### config.mk
export PLATFORM = sky130hd
export DESIGN_NAME = slrs_ctrl
export DESIGN_NICKNAME = d
export VERILOG_FILES = /design/src/rtl/core/slrs_pkg.sv /design/src/rtl/core/slrs_ctrl.sv
export SDC_FILE = /design/constraint.sdc
export NUM_CORES = 1
export LEC_CHECK = 0
export ABC_AREA = 1
export ABC_CLOCK_PERIOD_IN_PS = 2200
export BUFFER_PORTS_ARGS = -buffer_cell sky130_fd_sc_hd__buf_2
export CAP_MARGIN = 40
export CORE_MARGIN = 2
export CORE_UTILIZATION = 45
export DETAILED_ROUTE_END_ITERATION = 8
export PLACE_DENSITY = 0.68
export SETUP_SLACK_MARGIN = 0.02
export SLEW_MARGIN = 10
export SYNTH_ARGS = -nofsm -noshare
export SYNTH_HDL_FRONTEND = slang
export SYNTH_SLANG_ARGS = --single-unit
export TNS_END_PERCENT = 50
### constraint.sdc
create_clock -name clk_i -period 2.2 [get_ports clk_i]
set_input_delay 0.55 -clock clk_i [delete_from_list [all_inputs] [get_ports clk_i]]
set_output_delay 0.55 -clock clk_i [all_outputs]
set_load 0.005 [all_outputs]
### src/rtl/core/slrs_pkg.sv
// shared types, constants and helpers of the soil layer runoff step
package slrs_pkg;

  localparam int unsigned LayerCount = 6;
  localparam logic [17:0] RAIN_CORR_Q16 = 18'd65536;
  localparam logic [16:0] ONE_Q16 = 17'd65536;
  localparam logic [19:0] SP_MAX = 20'd524288;
  localparam logic [2:0] LAST_LAYER = 3'(LayerCount - 1);
  localparam logic [2:0] LAST_STORE = 3'd4;

  typedef struct packed {
    logic [24:0] rain_depth;
    logic [24:0] pet_depth;
  } in_t;

  typedef struct packed {
    logic [28:0] actual_evap;
    logic [28:0] overland_flow;
    logic [28:0] drain_flow;
    logic [28:0] inter_flow;
    logic [28:0] shallow_flow;
    logic [28:0] deep_flow;
    logic [28:0] soil_moisture;
  } out_t;

  typedef enum logic [2:0] {
    CFG_EVAP_DECAY,
    CFG_QUICK_RUNOFF,
    CFG_DRAIN_FRAC,
    CFG_SOIL_OUTFLOW,
    CFG_SOIL_DEPTH,
    CFG_SURFACE_ROUTE,
    CFG_INTER_ROUTE,
    CFG_GW_ROUTE
  } cfg_idx_e;

  typedef enum logic [4:0] {
    OP_NONE,
    OP_LOAD,
    OP_CAP_DIV,
    OP_CAP_SET,
    OP_H_MUL,
    OP_H_DIV,
    OP_H_SET,
    OP_OVE_MUL,
    OP_OVE_SET,
    OP_FILL,
    OP_DRA_MUL,
    OP_DRA_SET,
    OP_S_MUL,
    OP_S_DIV,
    OP_S_SET,
    OP_PW_MUL,
    OP_PW_SET,
    OP_L1_MUL,
    OP_L1_SET,
    OP_L2_DIV,
    OP_L2_MUL,
    OP_L2_SET,
    OP_L3_MUL,
    OP_L3_SET,
    OP_EV_MUL,
    OP_EV_SET,
    OP_RT_MUL,
    OP_RT_SET,
    OP_FINISH
  } dp_op_e;

  typedef struct packed {
    dp_op_e      op;
    logic [2:0]  idx;
  } cmd_t;

  typedef struct packed {
    logic surplus;
    logic div_busy;
    logic out_free;
  } status_t;

  function automatic logic [16:0] sat_frac(input logic [16:0] f);
    sat_frac = (f > ONE_Q16) ? ONE_Q16 : f;
  endfunction

  function automatic logic [28:0] sat29(input logic [37:0] v);
    sat29 = (v > 38'h01FFFFFFF) ? 29'h1FFFFFFF : v[28:0];
  endfunction

endpackage

### src/rtl/core/slrs_ctrl.sv
// sequencer for the layer, leak and routing passes
module slrs_ctrl (
  input  logic              clk_i,
  input  logic              rst_ni,
  input  logic              in_valid_i,
  output logic              in_ready_o,
  input  slrs_pkg::status_t status_i,
  output slrs_pkg::cmd_t    cmd_o
);
  import slrs_pkg::*;

  typedef enum logic [4:0] {
    ST_IDLE, ST_CAP_DIV, ST_CAP_WAIT, ST_CAP_SET,
    ST_H_MUL, ST_H_DIV, ST_H_WAIT, ST_H_SET,
    ST_OVE_MUL, ST_OVE_SET, ST_FILL, ST_DRA_MUL, ST_DRA_SET,
    ST_S_MUL, ST_S_DIV, ST_S_WAIT, ST_S_SET,
    ST_PW_MUL, ST_PW_SET, ST_L1_MUL, ST_L1_SET,
    ST_L2_DIV, ST_L2_WAIT, ST_L2_MUL, ST_L2_SET,
    ST_L3_MUL, ST_L3_SET, ST_EV_MUL, ST_EV_SET,
    ST_RT_MUL, ST_RT_SET, ST_FINISH
  } state_e;

  state_e     state_q;
  logic [2:0] idx_q;
  logic       last_layer;

  assign last_layer = idx_q == LAST_LAYER;
  assign in_ready_o = state_q == ST_IDLE;

  always_comb begin
    cmd_o.idx = idx_q;
    case (state_q)
      ST_IDLE:    cmd_o.op = in_valid_i ? OP_LOAD : OP_NONE;
      ST_CAP_DIV: cmd_o.op = OP_CAP_DIV;
      ST_CAP_SET: cmd_o.op = OP_CAP_SET;
      ST_H_MUL:   cmd_o.op = OP_H_MUL;
      ST_H_DIV:   cmd_o.op = OP_H_DIV;
      ST_H_SET:   cmd_o.op = OP_H_SET;
      ST_OVE_MUL: cmd_o.op = OP_OVE_MUL;
      ST_OVE_SET: cmd_o.op = OP_OVE_SET;
      ST_FILL:    cmd_o.op = OP_FILL;
      ST_DRA_MUL: cmd_o.op = OP_DRA_MUL;
      ST_DRA_SET: cmd_o.op = OP_DRA_SET;
      ST_S_MUL:   cmd_o.op = OP_S_MUL;
      ST_S_DIV:   cmd_o.op = OP_S_DIV;
      ST_S_SET:   cmd_o.op = OP_S_SET;
      ST_PW_MUL:  cmd_o.op = OP_PW_MUL;
      ST_PW_SET:  cmd_o.op = OP_PW_SET;
      ST_L1_MUL:  cmd_o.op = OP_L1_MUL;
      ST_L1_SET:  cmd_o.op = OP_L1_SET;
      ST_L2_DIV:  cmd_o.op = OP_L2_DIV;
      ST_L2_MUL:  cmd_o.op = OP_L2_MUL;
      ST_L2_SET:  cmd_o.op = OP_L2_SET;
      ST_L3_MUL:  cmd_o.op = OP_L3_MUL;
      ST_L3_SET:  cmd_o.op = OP_L3_SET;
      ST_EV_MUL:  cmd_o.op = OP_EV_MUL;
      ST_EV_SET:  cmd_o.op = OP_EV_SET;
      ST_RT_MUL:  cmd_o.op = OP_RT_MUL;
      ST_RT_SET:  cmd_o.op = OP_RT_SET;
      ST_FINISH:  cmd_o.op = status_i.out_free ? OP_FINISH : OP_NONE;
      default:    cmd_o.op = OP_NONE;
    endcase
  end

  always_ff @(posedge clk_i or negedge rst_ni) begin
    if (!rst_ni) begin
      state_q <= ST_IDLE;
      idx_q   <= '0;
    end else begin
      case (state_q)
        ST_IDLE:     if (in_valid_i) state_q <= ST_CAP_DIV;
        ST_CAP_DIV:  state_q <= ST_CAP_WAIT;
        ST_CAP_WAIT: if (!status_i.div_busy) state_q <= ST_CAP_SET;
        ST_CAP_SET: begin
          idx_q   <= '0;
          state_q <= status_i.surplus ? ST_H_MUL : ST_EV_MUL;
        end
        ST_H_MUL:    state_q <= ST_H_DIV;
        ST_H_DIV:    state_q <= ST_H_WAIT;
        ST_H_WAIT:   if (!status_i.div_busy) state_q <= ST_H_SET;
        ST_H_SET:    state_q <= ST_OVE_MUL;
        ST_OVE_MUL:  state_q <= ST_OVE_SET;
        ST_OVE_SET:  state_q <= ST_FILL;
        ST_FILL: begin
          idx_q <= last_layer ? 3'd0 : idx_q + 3'd1;
          if (last_layer) state_q <= ST_DRA_MUL;
        end
        ST_DRA_MUL:  state_q <= ST_DRA_SET;
        ST_DRA_SET:  state_q <= ST_S_MUL;
        ST_S_MUL:    state_q <= ST_S_DIV;
        ST_S_DIV:    state_q <= ST_S_WAIT;
        ST_S_WAIT:   if (!status_i.div_busy) state_q <= ST_S_SET;
        ST_S_SET:    state_q <= ST_PW_MUL;
        ST_PW_MUL:   state_q <= ST_PW_SET;
        ST_PW_SET: begin
          idx_q   <= last_layer ? 3'd0 : idx_q + 3'd1;
          state_q <= last_layer ? ST_L1_MUL : ST_PW_MUL;
        end
        ST_L1_MUL:   state_q <= ST_L1_SET;
        ST_L1_SET: begin
          idx_q   <= last_layer ? 3'd0 : idx_q + 3'd1;
          state_q <= last_layer ? ST_L2_DIV : ST_L1_MUL;
        end
        ST_L2_DIV:   state_q <= ST_L2_WAIT;
        ST_L2_WAIT:  if (!status_i.div_busy) state_q <= ST_L2_MUL;
        ST_L2_MUL:   state_q <= ST_L2_SET;
        ST_L2_SET: begin
          idx_q   <= last_layer ? 3'd0 : idx_q + 3'd1;
          state_q <= last_layer ? ST_L3_MUL : ST_L2_DIV;
        end
        ST_L3_MUL:   state_q <= ST_L3_SET;
        ST_L3_SET: begin
          idx_q   <= last_layer ? 3'd0 : idx_q + 3'd1;
          state_q <= last_layer ? ST_RT_MUL : ST_L3_MUL;
        end
        ST_EV_MUL:   state_q <= ST_EV_SET;
        ST_EV_SET: begin
          idx_q   <= last_layer ? 3'd0 : idx_q + 3'd1;
          state_q <= last_layer ? ST_RT_MUL : ST_EV_MUL;
        end
        ST_RT_MUL:   state_q <= ST_RT_SET;
        ST_RT_SET: begin
          idx_q   <= (idx_q == LAST_STORE) ? 3'd0 : idx_q + 3'd1;
          state_q <= (idx_q == LAST_STORE) ? ST_FINISH : ST_RT_MUL;
        end
        ST_FINISH:   if (status_i.out_free) state_q <= ST_IDLE;
        default:     state_q <= ST_IDLE;
      endcase
    end
  end

  a_idx_range: assert property (@(posedge clk_i) disable iff (!rst_ni)
    idx_q <= LAST_LAYER) else $error("layer index out of range");

endmodule

# Word level (Yosys, flattened, before mapping)
# Index checks and enable logic that the tools add are counted.
dict set report word_totals {
  regBits 8
  in_bits 6
  output_inout_bits 9
  wordCells 68
}
dict set report classes {
  add_sub_neg 1
  eq_ne 40
  muxes 21
  reduce_logical 4
}
# op count
set op_table {}
lappend op_table {{$pmux 5 s32} 1}
lappend op_table {{$pmux 5 s28} 1}
lappend op_table {{$eq 5x5->1 const B} 16}
lappend op_table {{$mux 5} 9}
lappend op_table {{$eq 5x4->1 const B} 8}
lappend op_table {{$eq 5x3->1 const B} 4}
lappend op_table {{$mux 3} 5}
lappend op_table {{$ne 2x2->1 const B} 7}
lappend op_table {{$eq 5x2->1 const B} 2}
lappend op_table {{$pmux 3 s3} 1}
lappend op_table {{$reduce_and 7->1} 1}
lappend op_table {{$eq 3x3->1 const B} 2}
lappend op_table {{$reduce_or 6->1} 1}
lappend op_table {{$eq 5x1->1 const B} 1}
lappend op_table {{$logic_not 5->1} 1}
lappend op_table {{$mux 2} 2}
lappend op_table {{$mux 4} 1}
lappend op_table {{$add 3x1->3 const B} 1}
lappend op_table {{$reduce_bool 3->1} 1}
lappend op_table {{$mux 1} 1}

# Longest topological paths before layout
# Gate-level depths: netlist of run 1.
dict set report logic_depth {
  word_depth 3
  depth_mapped 11
  depth_no_buf 10
}

# Least setup slack after synthesis of run 1
# No wires, ideal clock.
dict set report synth_path {
  path_kind {reg-to-output}
  from {register state_q[0]}
  to {output cmd_o[6] (netlist name)}
  arrival_ns 1.240
  setup_slack_ns 0.410
  stages_incl_launch_ff 10
  path_cell_list {dfrtp_1 inv_1 nand2_1 nor2_1 nand2_1 inv_1 nor2_1 nand2_1 nor3_1 nand2_1}
}
# item line_no
set synth_rtl {}
lappend synth_rtl {{start: declaration} slrs_ctrl.sv:23} ;# state_e state_q;
lappend synth_rtl {{start signal: assignment} slrs_ctrl.sv:76} ;# state_q <= status_i.surplus ? ST_H_MUL : ST_EV_MUL;
lappend synth_rtl {{start signal: assignment} slrs_ctrl.sv:97} ;# state_q <= last_layer ? ST_L1_MUL : ST_PW_MUL;
lappend synth_rtl {{start signal: assignment} slrs_ctrl.sv:102} ;# state_q <= last_layer ? ST_L2_DIV : ST_L1_MUL;
lappend synth_rtl {{end: declaration} slrs_ctrl.sv:8} ;# output slrs_pkg::cmd_t cmd_o

==> results of run 1 <==
## synth_stat cells, drive strengths merged
master / count / area (sq um)
a31oi: 1 / 6.260
buf: 6 / 32.53
o21ai: 7 / 35.03
a21oi: 4 / 20.02
nand4: 11 / 68.82
inv: 27 / 101.4
nor2: 36 / 150.2
ha: 3 / 37.54
nand3: 40 / 200.2
nand2: 61 / 229.0
nor3: 7 / 40.04
nor3b: 1 / 7.510
o211ai: 5 / 37.54
dfrtp: 8 / 200.2
xnor2: 1 / 8.760
clkbuf: 2 / 7.510
## logic make-up (layout without fill, tap and decap cells)
| family | Yosys count | after routing |
|---|---|---|
| and+or+nand+nor | 156 | 156 |
| buffers and inverters | 35 | 68 |
| AOI/OAI and AO/OA | 17 | 17 |
| DFF | 8 | 8 |
| adders and majority gates | 3 | 3 |
| xor gates and xnor gates | 1 | 1 |
## metrics by stage
step / setup slack, ns / hold slack, ns / cells
floorplan: 0.4104 / 0.2544 / 220
global placement: 0.07359 / 0.3968 / 268
detailed placement: 0.1351 / 0.3933 / 268
CTS: 0.03077 / 0.1307 / 277
global route: -0.02904 / 0.1333 / 283
finish: 0.06220 / 0.1314 / 283
## path summary, 6_finish.rpt
kind	from	to	slack, ns	depth (start not counted)
worst max-delay path	state_q[1]	cmd_o[7]	0.06	7
worst max register to register	state_q[2]	state_q[1]	0.44	12
max in group asynchronous	rst_ni	state_q[2]	1.90	1
worst min register to register	state_q[2]	state_q[2]	0.64	2
min in group clk_i	status_i[1]	state_q[1]	0.63	3
worst min-delay path	rst_ni	idx_q[0]	0.13	1
## sequential cells by signal, indices dropped and copies added (netlist names)
name,count
state_q,5
idx_q,3
## metal layers
layer / GRT usage, % / vias to the layer above
met1: 38.75 / 754
met2: 41.33 / 107
li1: - / 798
met5: 0 / -
met3: 3.044 / 24
met4: 8.362 / 0
## worst max-delay path: cells and delay by family, from the launching register on
kind	cells	cell delay (ns)
buffers and inverters	2	0.30
flip-flops	1	0.50
AND/OR/NAND/NOR	5	0.54
## timing repair
item,4_1_cts,5_1_grt
setup buffers,6,6
pin swaps,3,8
gates resized for setup,12,54
endpoints found under the setup margin,5,5
## power by group
group          internal, mW  switching [mW]  leakage (nW)
registers             0.221           0.139        0.0960
clock network        0.0618          0.0413        0.0138
logic                 0.757            1.13         0.836
total                  1.04            1.31         0.946
## cell type report
class	instances	area, sq um	share of cell area [%]
multi-input cells	177	1017	60.31
repair buffers	38	294.0	17.43
flip-flops and latches	8	206.4	12.24
inverters	27	108.9	6.454
well taps	30	37.54	2.226
clock buffers	3	22.52	1.335
==> results.py, run 1 <==
metrics = {
    "outcome": {
        "outcome": "complete, no violations",
    },
    "route": {
        "routed_wirelength_mm": 4.439,
        "ant_nets": 0,
        "wire_per_inst_um": 15.69,
        "firstDrtPassIters": 5,
        "wl_met3_um": 453,
        "drc": 0,
        "wl_met1_mm": 1.724,
        "routed.top_layer": "met4",
        "met2_length_mm": 2.050,
        "dr_total_vias": 1683,
        "drt-initial-drc-count": 127,
        "routed_via_density": 5.947,
    },
    "worst_setup_path": {
        "required_ns": 1.65,
        "cp_max_fo": 12,
        "cp_cell_sequence": "nor2_4 -> buf_12 -> nand3_4 -> nand2_2 -> nor3_2 -> nand4_1 -> buf_2",
        "startpoint_type": "flop",
        "worst_path_largest_cell_delay_ns": 0.50,
        "cp_slowest_cell": "dfrtp_2",
        "crit_arrival_ns": 1.59,
        "worstSetupEndpointType": "output pin",
        "critical_path_class": "reg2out",
    },
    "die": {
        "floorplan.initialDensity_pct": 47.73,
        "core_area_sq_um": 2477,
        "rows": 18,
        "design.die.area_sq_um": 3054,
        "ios": 15,
        "die_w_um": 55.26,
        "die-height_um": 55.26,
    },
    "flow_run": {
        "drv_cap": 0,
    },
    "grt": {
        "grt.total_usage_pct": 26.72,
        "grt_pass1_vias": 1478,
        "grt_max_degree": 18,
        "grt_pass1_wl_mm": 6.762,
        "grt_overflow_total": 0,
        "grt_antenna_before_repair": 0,
    },
    "timing": {
        "hold_viol_final": 0,
        "min_period_over_period_pct": 97.17,
        "fmax_ghz": 0.4678,
        "fin_crit_ns": 2.138,
        "rsz0062_at_grt": "true",
        "finalSetupViolations": 0,
        "skew_ns": 0.0009382,
        "worstMarginPinSlew_ns": 0.3242,
        "slew_headroom_pct": 78.29,
        "final.setup.tns_ns": 0,
        "drv_slew": 0,
    },
    "clock_tree": {
        "cts_num_sinks": 8,
        "ctsLongestPathBuffers": 2,
        "holdBufCountCts": 0,
        "cts_buffers": 3,
        "clock_latency_ns": 0.24,
        "ctsHtreeMaxLevel": 1,
        "cts_tree": "done",
        "clkSlewWorstSetupHoldPaths_ns": 0.05,
        "cts_root_buf": "clkbuf_4",
    },
    "final_layout": {
        "final_common_cell": "nand2_1",
        "fin_area_sq_um": 1687,
        "area_growth_pct": 42.65,
        "nFillCells": 221,
        "nNetsFinal": 264,
        "layout_common_cells": "nand2_1, nand3_1, nor2_1",
        "final_util_pct": 68.08,
        "num_antenna_cells": 0,
        "drive_gt1_share_pct": 35.57,
    },
    "place": {
        "place_congestion": 1.038,
        "dp_hpwl_mm": 3.034,
        "portBuffers": 14,
        "place_area_sq_um": 1365,
    },
    "pwr": {
        "leakagePower_nw": 0.9456,
        "p_per_area_nw_per_um2": 1392,
        "total_power_mw": 2.348,
        "vdd_ir_drop_max_uv": 1287,
    },
    "synth": {
        "synth_xor_area_share_pct": 0.7407,
        "synth_cell_types": 20,
        "synth_nets": 229,
        "synth_mux_area_share_pct": 0,
        "yosys.area_share.simple_pct": 58.84,
        "synthCells": 220,
        "syn_area_sq_um": 1182,
        "ys_seq_area_share_pct": 16.93,
        "synthAdderAreaFrac_pct": 3.175,
        "synth_top_family_by_area": "simple AND/OR/NAND/NOR gates",
        "avgSynthCellArea_sq_um": 5.374,
        "synth-seq-cells": 8,
        "ys_warn_count": 0,
        "synth_compound_area_share_pct": 8.360,
    },
    "worst_hold_path": {
        "hold_class": "in2async",
    },
}
Power figures use the tool's default switching activity.
==> run 2, diff against run 1 <==
Settings changed: BUFFER_PORTS_ARGS -buffer_cell sky130_fd_sc_hd__buf_2 to -buffer_cell sky130_fd_sc_hd__buf_4.
==> run 2 against run 1 <==
The run now ends with negative setup slack left. Largest cell class unchanged. Critical path depth unchanged. Clock power about the same. Global-route usage down 1.1 points. Via count up 3.5%.
==> results.py, run 2 (synthesized netlist as in run 1, its figures left out) <==
metrics = {
    "outcome": {
        "outcome": "finished with violations",
        "violations": "negative setup slack",
    },
    "clock_tree": {
        "ctsHtreeMaxLevel": 1,
        "cts_buffers": 3,
        "cts_root_buf": "clkbuf_4",
        "ctsLongestPathBuffers": 2,
        "cts_num_sinks": 8,
        "clkSlewWorstSetupHoldPaths_ns": 0.05,
        "clock_latency_ns": 0.24,
        "holdBufCountCts": 0,
        "cts_tree": "done",
    },
    "timing": {
        "final.setup.tns_ns": -0.0003947,
        "fmax_ghz": 0.4545,
        "fin_crit_ns": 2.200,
        "rsz0062_at_grt": "true",
        "drv_slew": 0,
        "min_period_over_period_pct": 100.0,
        "hold_slack_ns": 0.1102,
        "skew_ns": 0.004574,
        "worstMarginPinSlew_ns": 0.3070,
        "slew_headroom_pct": 79.44,
        "finalSetupViolations": 1,
        "hold_viol_final": 0,
        "fin_ws_ns": -0.0003947,
    },
    "die": {
        "core_area_sq_um": 2477,
        "ios": 15,
        "die_w_um": 55.26,
        "die-height_um": 55.26,
        "floorplan.initialDensity_pct": 47.73,
        "design.die.area_sq_um": 3054,
        "rows": 18,
    },
    "grt": {
        "grt.total_usage_pct": 25.67,
        "grt_max_degree": 16,
        "grt_antenna_before_repair": 0,
        "grt_overflow_total": 0,
        "grt_pass1_vias": 1475,
        "grt_pass1_wl_mm": 6.430,
    },
    "flow_run": {
        "drv_cap": 0,
    },
    "route": {
        "ant_nets": 0,
        "routed_wirelength_mm": 4.649,
        "firstDrtPassIters": 5,
        "wire_per_inst_um": 15.87,
        "drt-initial-drc-count": 136,
        "wl_met3_um": 478,
        "routed_via_density": 5.945,
        "met2_length_mm": 2.191,
        "wl_met1_mm": 1.791,
        "drc": 0,
        "dr_total_vias": 1742,
        "routed.top_layer": "met4",
    },
    "worst_setup_path": {
        "worst_path_largest_cell_delay_ns": 0.48,
        "crit_arrival_ns": 1.65,
        "cp_slowest_cell": "dfrtp_2",
        "cp_common_cell": "buf_4",
        "r2r_slack_ns": 0.41,
        "critical_path_class": "reg2out",
        "required_ns": 1.65,
        "startpoint_type": "flop",
        "rr_startpoint": "state_q[0]",
        "cp_cell_sequence": "buf_4 -> nor2_4 -> nand2_1 -> nor2_2 -> a31oi_1 -> nand4_1 -> buf_4",
        "worstSetupEndpointType": "output pin",
        "reg2reg_depth": 11,
        "cp_max_fo": 7,
        "timing.rr.end": "state_q[1]",
    },
    "final_layout": {
        "layout_common_cells": "nand2_1, buf_4, nand3_1",
        "num_antenna_cells": 0,
        "final_cells": 293,
        "area_growth_pct": 51.11,
        "reg.largest.list": "state_q: 5 flops, idx_q: 3 flops",
        "nNetsFinal": 274,
        "largest-register": "state_q",
        "largest_reg_flops": 5,
        "final_util_pct": 72.12,
        "drive_gt1_share_pct": 37.26,
        "final_common_cell": "nand2_1",
        "fin_area_sq_um": 1787,
    },
    "pwr": {
        "leakagePower_nw": 1.004,
        "p_per_area_nw_per_um2": 1378,
        "total_power_mw": 2.462,
        "vdd_ir_drop_max_uv": 1182,
    },
    "place": {
        "dp_hpwl_mm": 3.075,
        "place_congestion": 1.054,
        "place_area_sq_um": 1405,
        "post-place-ws_ns": 0.1661,
        "dp.cells": 272,
        "portBuffers": 14,
    },
    "worst_hold_path": {
        "hold_class": "in2async",
    },
}
==> run 2: cell count changes in the layout (fill, tap and decap cells not counted), moves of 2 or more <==
cell     before  now
buf_2        14    0
buf_12        2    0
nand2_4       2    4
buf_4        17   40
inv_1        19   21
buf_6         5    8
inv_4         3    0
==> run 2: power breakdown <==
part | internal (mW) | switching [mW]
combinational | 0.862 | 1.17
sequential | 0.220 | 0.113
clock | 0.0618 | 0.0408
==> run 2: worst max path at each step <==
stage / from / endpoint / slack (ns) / cells past startpoint
floorplan: state_q[0] / cmd_o[6] / 0.41 / 9
global placement: state_q[2] / cmd_o[3] / 0.16 / 8
detailed placement: state_q[3] / cmd_o[6] / 0.17 / 9
CTS: state_q[1] / cmd_o[6] / 0.01 / 10
global route: state_q[3] / cmd_o[7] / -0.07 / 7
finish: state_q[3] / cmd_o[7] / -0.0004 / 7
==> run 2: layout make-up <==
cell class              instances  area, sq um
clock buffers                   3        22.52
flip-flops and latches          8        205.2
multi-input cells             177         1025
repair buffers                 48        390.4
inverters                      27        106.4
fillers                       201        690.7
well taps                      30        37.54
==> run 2: metal layers <==
| layer | vias to the layer above | track usage [%] |
|---|---|---|
| li1 | 816 | - |
| met1 | 775 | 36.61 |
| met2 | 124 | 39.29 |
| met3 | 27 | 3.747 |
| met4 | 0 | 9.059 |
| met5 | - | 0 |
==> run 2: what timing repair did <==
item                                   4_1_cts  5_1_grt
gates resized for setup                      8       59
buffers inserted                             6       13
pin swaps                                    3       15
endpoints found under the hold margin        0        0
setup endpoints to repair                    4        5
==> run 2: worst max-delay path, delay by kind of cell (launching register included) <==
kind                   cells  cell delay [ns]
AOI/OAI and AO/OA          1             0.07
buffers and inverters      2             0.29
and+or+nand+nor            4             0.57
DFF                        1             0.48
